**config.mk**
```make
export PLATFORM = sky130hd
export DESIGN_NAME = emitter_toggle_sync_fsm
export DESIGN_NICKNAME = d
export VERILOG_FILES = /design/src/hdl/etsync_pkg.sv /design/src/hdl/emitter_toggle_sync_fsm.sv /design/src/hdl/etsync_cfg.sv /design/src/hdl/etsync_fsm.sv
export SDC_FILE = /design/constraint.sdc
export NUM_CORES = 1
export LEC_CHECK = 0
export BUFFER_PORTS_ARGS = -buffer_cell sky130_fd_sc_hd__buf_2
export CAP_MARGIN = 5
export CELL_PAD_IN_SITES_DETAIL_PLACEMENT = 0
export CELL_PAD_IN_SITES_GLOBAL_PLACEMENT = 1
export CORE_ASPECT_RATIO = 0.7
export CORE_MARGIN = 2
export CORE_UTILIZATION = 42
export DETAILED_ROUTE_END_ITERATION = 10
export GPL_TIMING_DRIVEN = 0
export PLACE_DENSITY_LB_ADDON = 0.1
export SLEW_MARGIN = 10
export SYNTH_ARGS = -nofsm -noshare
export SYNTH_HDL_FRONTEND = slang
export SYNTH_SLANG_ARGS = --single-unit
export TNS_END_PERCENT = 50
```
**constraint.sdc**
```tcl
create_clock -name aclk -period 3.1 [get_ports aclk]
set_input_delay 0 -clock aclk [delete_from_list [all_inputs] [get_ports aclk]]
set_output_delay 0 -clock aclk [all_outputs]
set_load 0.05 [all_outputs]
```
**src/hdl/etsync_pkg.sv**
```systemverilog
package etsync_pkg;

    // counter and register widths
    localparam int CNT_W  = 7;
    localparam int REG_W  = 6;
    localparam int CFG_IDX_W = 2;

    typedef logic [CNT_W-1:0] cnt_t;
    typedef logic [REG_W-1:0] reg_val_t;

    localparam cnt_t CNT_MAX = cnt_t'(127);

    // register reset values
    localparam reg_val_t MAX_WAIT_RST  = reg_val_t'(30);
    localparam reg_val_t REQ_MATCH_RST = reg_val_t'(10);
    localparam reg_val_t MAX_RETRY_RST = reg_val_t'(10);

    // register indexes
    typedef enum logic [CFG_IDX_W-1:0] {
        CFG_MAX_WAIT   = 2'd0,
        CFG_REQ_MATCH  = 2'd1,
        CFG_MAX_RETRY  = 2'd2
    } cfg_idx_t;

    // sync modes
    typedef enum logic [2:0] {
        MODE_RESETTING     = 3'd0,
        MODE_INITIALIZING  = 3'd1,
        MODE_VALIDATING    = 3'd2,
        MODE_SYNC_CHECKING = 3'd3,
        MODE_SYNCHRONIZED  = 3'd4,
        MODE_FAILED        = 3'd5
    } mode_t;

    // toggle-mode commands
    typedef enum logic [1:0] {
        CMD_NONE = 2'd0,
        CMD_OFF  = 2'd1,
        CMD_ON   = 2'd2
    } cmd_t;

    typedef struct packed {
        logic reference_on;
        logic current_on;
    } in_item_t;

    typedef struct packed {
        logic       synced;
        logic [1:0] command;
        logic [2:0] mode;
    } out_item_t;

    typedef struct packed {
        reg_val_t max_wait_frames;
        reg_val_t required_matches;
        reg_val_t max_retries;
    } cfg_t;

    // saturating increment
    function automatic cnt_t sat_inc(input cnt_t v);
        return (v == CNT_MAX) ? v : v + cnt_t'(1);
    endfunction

endpackage

```
**src/hdl/emitter_toggle_sync_fsm.sv**
```systemverilog
// channel   ports                            dir  payload
// s_        s_valid, s_ready, s_data         in   reference_on, current_on
// m_        m_valid, m_ready, m_data         out  synced, command, mode
// cfg_      cfg_we, cfg_index, cfg_wdata     in   max_wait_frames, required_matches,
//                                                 max_retries
//
// one frame per cycle sustained while m_ready stays high; a frame is taken into the
// input register at its s_ transfer, and the state update then moves its result into
// the result register that drives m_data
// aresetn is synchronous, active low: resetting mode, counters cleared,
// registers back to 30 / 10 / 10
// m_ready low holds the result register; the input register still takes one
// more frame, then s_ready drops until the result is taken
module emitter_toggle_sync_fsm
    import etsync_pkg::*;
(
    input  logic                 aclk,
    input  logic                 aresetn,
    input  logic                 s_valid,
    output logic                 s_ready,
    input  in_item_t             s_data,
    output logic                 m_valid,
    input  logic                 m_ready,
    output out_item_t            m_data,
    input  logic                 cfg_we,
    input  logic [CFG_IDX_W-1:0] cfg_index,
    input  logic [REG_W-1:0]     cfg_wdata
);

    cfg_t      cfg;
    out_item_t step_result;

    logic      in_valid_reg;
    in_item_t  in_data_reg;
    logic      m_valid_reg;
    out_item_t m_data_reg;
    logic      out_load;
    logic      step_en;

    // result register free or emptying this cycle
    assign out_load = !m_valid_reg || m_ready;
    assign step_en  = in_valid_reg && out_load;
    assign s_ready  = !in_valid_reg || step_en;

    etsync_cfg u_cfg (
        .aclk      (aclk),
        .aresetn   (aresetn),
        .cfg_we    (cfg_we),
        .cfg_index (cfg_index),
        .cfg_wdata (cfg_wdata),
        .cfg       (cfg)
    );

    etsync_fsm u_fsm (
        .aclk    (aclk),
        .aresetn (aresetn),
        .step_en (step_en),
        .item    (in_data_reg),
        .cfg     (cfg),
        .result  (step_result)
    );

    // input register
    always_ff @(posedge aclk) begin
        if (!aresetn) begin
            in_valid_reg <= 1'b0;
        end else if (s_ready) begin
            in_valid_reg <= s_valid;
        end
    end

    always_ff @(posedge aclk) begin
        if (s_valid && s_ready) begin
            in_data_reg <= s_data;
        end
    end

    // result register
    always_ff @(posedge aclk) begin
        if (!aresetn) begin
            m_valid_reg <= 1'b0;
        end else if (out_load) begin
            m_valid_reg <= in_valid_reg;
        end
    end

    always_ff @(posedge aclk) begin
        if (step_en) begin
            m_data_reg <= step_result;
        end
    end

    assign m_valid = m_valid_reg;
    assign m_data  = m_data_reg;

endmodule

```
**src/hdl/etsync_cfg.sv**
```systemverilog
module etsync_cfg
    import etsync_pkg::*;
(
    input  logic                 aclk,
    input  logic                 aresetn,
    input  logic                 cfg_we,
    input  logic [CFG_IDX_W-1:0] cfg_index,
    input  logic [REG_W-1:0]     cfg_wdata,
    output cfg_t                 cfg
);

    cfg_t cfg_reg;
    cfg_t cfg_next;

    // register write decode, unknown indexes ignored
    always_comb begin
        cfg_next = cfg_reg;
        if (cfg_we) begin
            unique case (cfg_index)
                CFG_MAX_WAIT:  cfg_next.max_wait_frames  = cfg_wdata;
                CFG_REQ_MATCH: cfg_next.required_matches = cfg_wdata;
                CFG_MAX_RETRY: cfg_next.max_retries      = cfg_wdata;
                default:       cfg_next = cfg_reg;
            endcase
        end
    end

    always_ff @(posedge aclk) begin
        if (!aresetn) begin
            cfg_reg.max_wait_frames  <= MAX_WAIT_RST;
            cfg_reg.required_matches <= REQ_MATCH_RST;
            cfg_reg.max_retries      <= MAX_RETRY_RST;
        end else begin
            cfg_reg <= cfg_next;
        end
    end

    assign cfg = cfg_reg;

endmodule

```
**src/hdl/etsync_fsm.sv**
```systemverilog
module etsync_fsm
    import etsync_pkg::*;
(
    input  logic      aclk,
    input  logic      aresetn,
    input  logic      step_en,
    input  in_item_t  item,
    input  cfg_t      cfg,
    output out_item_t result
);

    mode_t mode_reg, mode_next;
    cnt_t  wait_count_reg, wait_count_next;
    cnt_t  match_count_reg, match_count_next;
    cnt_t  retry_count_reg, retry_count_next;
    logic  previous_on_reg, previous_on_next;

    cnt_t  wait_inc, match_inc, retry_inc;
    logic  wait_ok, retry_ok, match_done;
    logic  ref_eq_cur, cur_changed, both_on;
    logic  first_frame;

    // shared counter arithmetic
    assign wait_inc    = sat_inc(wait_count_reg);
    assign match_inc   = sat_inc(match_count_reg);
    assign retry_inc   = sat_inc(retry_count_reg);
    assign wait_ok     = wait_count_reg <= {1'b0, cfg.max_wait_frames};
    assign retry_ok    = retry_inc <= {1'b0, cfg.max_retries};
    assign match_done  = match_inc >= {1'b0, cfg.required_matches};
    assign ref_eq_cur  = item.reference_on == item.current_on;
    assign cur_changed = item.current_on != previous_on_reg;
    assign both_on     = item.current_on && previous_on_reg;
    assign first_frame = wait_count_reg == '0;

    // next state and counters
    always_comb begin
        logic do_wait;
        logic do_retry;
        mode_next        = mode_reg;
        wait_count_next  = wait_count_reg;
        match_count_next = match_count_reg;
        retry_count_next = retry_count_reg;
        previous_on_next = item.current_on;
        do_wait          = 1'b0;
        do_retry         = 1'b0;

        unique case (mode_reg)
            MODE_RESETTING: begin
                if (first_frame) begin
                    wait_count_next = cnt_t'(1);
                end else if (both_on && match_done) begin
                    mode_next        = MODE_INITIALIZING;
                    match_count_next = '0;
                    wait_count_next  = '0;
                end else begin
                    if (both_on) begin
                        match_count_next = match_inc;
                    end
                    do_wait = 1'b1;
                end
            end
            MODE_INITIALIZING: begin
                if (first_frame) begin
                    wait_count_next = cnt_t'(1);
                end else if (cur_changed) begin
                    mode_next        = MODE_VALIDATING;
                    match_count_next = '0;
                    wait_count_next  = '0;
                end else begin
                    do_wait = 1'b1;
                end
            end
            MODE_VALIDATING: begin
                if (cur_changed && match_done) begin
                    mode_next        = MODE_SYNC_CHECKING;
                    match_count_next = '0;
                    wait_count_next  = '0;
                end else begin
                    if (cur_changed) begin
                        match_count_next = match_inc;
                    end
                    do_wait = 1'b1;
                end
            end
            MODE_SYNC_CHECKING: begin
                if (ref_eq_cur) begin
                    match_count_next = match_inc;
                    if (match_done) begin
                        mode_next = MODE_SYNCHRONIZED;
                    end
                end else begin
                    do_retry = 1'b1;
                end
            end
            MODE_SYNCHRONIZED: begin
                if (!ref_eq_cur) begin
                    do_retry = 1'b1;
                end
            end
            default: begin
                mode_next = mode_reg;
            end
        endcase

        // wait timeout turns into a retry
        if (do_wait) begin
            if (wait_ok) begin
                wait_count_next = wait_inc;
            end else begin
                do_retry = 1'b1;
            end
        end

        // retry or give up
        if (do_retry) begin
            retry_count_next = retry_inc;
            if (retry_ok) begin
                mode_next        = MODE_RESETTING;
                wait_count_next  = '0;
                match_count_next = '0;
            end else begin
                mode_next = MODE_FAILED;
            end
        end
    end

    // per-frame outputs
    always_comb begin
        result.synced  = 1'b0;
        result.command = CMD_NONE;
        result.mode    = mode_next;
        unique case (mode_reg)
            MODE_RESETTING: begin
                if (first_frame) begin
                    result.command = CMD_OFF;
                end
            end
            MODE_INITIALIZING: begin
                if (first_frame) begin
                    result.command = CMD_ON;
                end
            end
            MODE_SYNC_CHECKING: begin
                result.synced = ref_eq_cur && match_done;
            end
            MODE_SYNCHRONIZED: begin
                result.synced = ref_eq_cur;
            end
            default: begin
                result.synced = 1'b0;
            end
        endcase
    end

    always_ff @(posedge aclk) begin
        if (!aresetn) begin
            mode_reg        <= MODE_RESETTING;
            wait_count_reg  <= '0;
            match_count_reg <= '0;
            retry_count_reg <= '0;
            previous_on_reg <= 1'b0;
        end else if (step_en) begin
            mode_reg        <= mode_next;
            wait_count_reg  <= wait_count_next;
            match_count_reg <= match_count_next;
            retry_count_reg <= retry_count_next;
            previous_on_reg <= previous_on_next;
        end
    end

    // a command goes out only on the first frame of a mode
    assert property (@(posedge aclk) disable iff (!aresetn)
        step_en && result.command != CMD_NONE |-> wait_count_reg == '0)
        else $error("command issued outside first frame");

    // failed is terminal until reset
    assert property (@(posedge aclk) disable iff (!aresetn)
        mode_reg == MODE_FAILED |=> mode_reg == MODE_FAILED)
        else $error("left failed mode");

    // synced only reported in synchronized mode
    assert property (@(posedge aclk) disable iff (!aresetn)
        step_en && result.synced |-> result.mode == MODE_SYNCHRONIZED)
        else $error("synced outside synchronized mode");

    // state holds between frames
    assert property (@(posedge aclk) disable iff (!aresetn)
        aresetn && !step_en |=> $stable(mode_reg) && $stable(retry_count_reg))
        else $error("state moved without a frame");

endmodule

```
==> run_results.csv <==
group,metric,value,unit
route,dr_wl_met3,663,µm
logic_synthesis,synth_xor_area_share,2.26,%
place,dp_hpwl,7.13,mm
floorplanning,initial_utilization,43.7,%
timing,fmax,320,MHz
critical_path,start_kind,"flop",
power,p_comb_share,12.7,%
logic_synthesis,synth-seq-cells,53,
logic_synthesis,syn-num-nets,459,
layout,drive_gt1_share,22.6,%
cts,cts_sinks,53,
outcome,failed_checks,"DRC, hold timing, setup timing",
timing,worst_pin_slew,0.969,ns
timing,rsz0062_at_grt,"true",
route,highest_layer,"met4",
route,wl,10.0,mm
logic_synthesis,synthAdderAreaFrac,8.26,%
route,antenna_left,0,
timing,fin_crit,3.13,ns
global_route,antenna_found_initial,0,
timing,fin_crit_sh,101,%
power,switching_share,27.6,%
place,gp_congestion,0.863,
route,vias,3309,
place,dpl-instance-area,3720,µm²
logic_synthesis,synth_seq_area_share,32.7,%
min_path,whs_path_depth,3,
timing,drv_slew,0,
min_path,hold_class,"input pin to flop",
flow_run,maxCapViolCount,0,
critical_path,arrival,3.33,ns
layout,final_cell_area,4350,µm²
route,drc,1,
power,p_int,0.00108,W
place,port_buffers,21,
logic_synthesis,synth_area_leaders,"dfxtp_1 (26%), ha_1 (8.3%), edfxtp_1 (6.9%), nand2_1 (5.9%), a21oi_1 (4.6%)",
critical_path,endpoint_kind,"flop",
critical_path,cp.buffers_inverters,1,
cts,numCtsBuffers,5,
layout,nets,515,
logic_synthesis,syn_inst,421,
route,wl_met1,5.25,mm
critical_path,cp_max_fo,7,
critical_path,worstPathRequired,3.30,ns
floorplanning,fp.dieW,113,µm
logic_synthesis,async_flop_share,0,%
logic_synthesis,synth_mux_area_share,3.81,%
logic_synthesis,synth.distinct_cells,70,
route,wl_per_cell,17.3,µm
outcome,status,"finished, violations left",
power,peakVddDrop,0.000253,V
logic_synthesis,synth_most_common_cell,"nand2_1",
power,p_per_area,344,nW/µm²
logic_synthesis,yosysTopAreaCell,"dfxtp_1",
critical_path,cp_cell_sequence,"and3_4 -> nand4_1 -> nand3_1 -> o21a_1 -> ha_1 -> a21oi_2 -> o21ai_2 -> a211o_4 -> a21oi_4 -> o311ai_4 -> buf_4 -> a31o_4",
timing,setup_ws,-0.0298,ns
route,dr.pass1.iters,8,
power,clkPwrFrac,39.3,%
cts,htreeDepth,2,
logic_synthesis,synth_top_area_share,25.9,%
floorplanning,num_rows,27,
global_route,grt_pass1_vias,3003,
layout,largest_register_ffs,18,
power,seqPwrFrac,48.0,%
critical_path,reg2reg_slack,-0.03,ns
logic_synthesis,syn_area,3480,µm²
logic_synthesis,synth_simple_gate_area_share,22.5,%
logic_synthesis,yosys_warnings,0,
floorplanning,dieArea,9050,µm²
logic_synthesis,synth_ff_type,"dfxtp_1",
global_route,grt.total_usage,22.2,%
global_route,grt_pass1_wl,15.7,mm
timing,finalHoldViolCount,1,
timing,relSlewSlack,34.9,%
cts,cts_tree,"built",
critical_path,ff2ff_path_depth,12,
route,wl_met2,3.99,mm
floorplanning,ios,23,
global_route,grt_max_degree,19,
route,vias_per_cell,5.72,
critical_path,crit_family,"compound AO/OA/AOI/OAI gates",
layout,syn_to_final_growth,24.9,%
critical_path,critical_path_class,"flop to flop",
logic_synthesis,synth_common_cells,"nand2_1 (55), dfxtp_1 (45), a21oi_1 (32)",
logic_synthesis,synth_edf_count,8,
critical_path,slowest_stage,"a211o_4",
power,power.leakage,1.82,nW
floorplanning,dieHeight,80.2,µm
cts,path_clk_slew,0.08,ns
global_route,grt-ovfl-total,0,
critical_path,crit_cells,12,
critical_path,cpPeakStageDelay,0.39,ns
power,p_sw,0.000414,W
cts,root_buffer,"clkbuf_16",
timing,whs,-0.000938,ns
layout,diodes,0,
cts,clockBufferDepth,2,
floorplanning,coreArea,7970,µm²
logic_synthesis,synth_top_family_by_area,"compound AO/OA/AOI/OAI gates",
route,drtIter0Drc,268,
timing,fin_skew,0.00474,ns
logic_synthesis,synth_compound_area_share,25.6,%
logic_synthesis,synth_area_per_cell,8.28,µm²
cts,clkLatencyLatePin,0.30,ns
timing,setup_viol,4,
==> power groups by stage <==
stage	combinational (W)	clock, W	sequential [W]
finish	0.000190	0.000589	0.000719
CTS	0.000180	0.000593	0.000719
global placement	0.000162	0	0.000739
detailed placement	0.000162	0	0.000739
floorplan	0.0000991	0	0.000750
global route	0.000208	0.000622	0.000721
==> through the flow <==
step           std cells  worst slack, ns  power [W]  TNS (ns)  utilization [%]
2_1_floorplan        421           0.0213   0.000849         0                -
3_3_place_gp         543           -0.562   0.000901     -9.38             46.7
3_5_place_dp         543           -0.592   0.000901    -10.20             46.7
4_1_cts              574         0.000657    0.00149         0             52.7
5_1_grt              579           -0.192    0.00155     -3.07             54.6
6_report             579          -0.0298    0.00150   -0.0376             54.6
==> kinds of logic after synthesis <==
logic type | count (synthesis)
compound gates | 125
xor+xnor | 9
fa+ha+maj | 23
buf+inv | 43
flops | 53
mux | 13
simple gates | 155
==> layer usage <==
| metal | vias to the layer above | global-route usage, % |
|---|---|---|
| met1 | 1545 | 34.6 |
| met5 | - | 0 |
| li1 | 1645 | - |
| met4 | 0 | 4.63 |
| met2 | 106 | 31.8 |
| met3 | 13 | 3.40 |
==> area by class of cell <==
class / instances / area (µm²)
fill: 730 / 3620
tap: 101 / 126
clock inverter: 3 / 26.3
buffer: 19 / 86.3
multi-input combinational: 325 / 2400
inverter: 24 / 90.1
sequential: 53 / 1160
timing repair buffer: 49 / 332
clock buffer: 5 / 125
==> cells in the final DEF (no fill, tap or decap), types with 5 or more instances in the layout <==
cell | synthesis | final
nor2b_1 | 14 | 14
nand3_1 | 20 | 20
buf_4 | 1 | 20
a21oi_1 | 32 | 30
nand2b_1 | 6 | 6
and3_4 | 0 | 5
dlygate4sd3_1 | 0 | 6
buf_2 | 1 | 22
o22ai_1 | 5 | 5
o211ai_1 | 9 | 9
inv_1 | 23 | 23
ha_1 | 23 | 20
and3_1 | 12 | 7
dfxtp_4 | 0 | 5
dfxtp_1 | 45 | 38
mux2i_1 | 11 | 11
clkbuf_1 | 15 | 15
o21ai_0 | 24 | 20
nor3_1 | 5 | 5
edfxtp_1 | 8 | 8
nor2_1 | 18 | 17
clkbuf_16 | 0 | 5
nand2_1 | 55 | 52
==> worst register-to-register path, cell delays in order, from the launching register on <==
cell	delay (ns)
dfxtp_2	0.35
and3_4	0.19
nand4_1	0.23
nand3_1	0.17
o21a_1	0.19
ha_1	0.28
a21oi_2	0.16
o21ai_2	0.08
a211o_4	0.39
a21oi_4	0.34
o311ai_4	0.22
buf_4	0.21
a31o_4	0.21
==> worst paths after layout <==
check                                        start                                    to
max          u_fsm.match_count_reg[4]$_SDFFE_PN0P_  u_fsm.wait_count_reg[1]$_SDFFE_PN0P_
min                                   cfg_wdata[4]            u_cfg.cfg[16]$_SDFFE_PN1P_
max reg2reg  u_fsm.match_count_reg[4]$_SDFFE_PN0P_  u_fsm.wait_count_reg[1]$_SDFFE_PN0P_
min reg2reg     u_fsm.previous_on_reg$_SDFFE_PN0P_    u_fsm.previous_on_reg$_SDFFE_PN0P_
==> timing repair <==
item | CTS | global route
gates cloned | 0 | 1
pin swaps | 10 | 7
hold buffers | 6 | 0
setup endpoints to repair | 27 | 27
gates resized for setup | 41 | 25
setup buffers | 18 | 4
hold endpoints to repair | 10 | 0
Note: power is estimated with default switching activity, not from simulation.
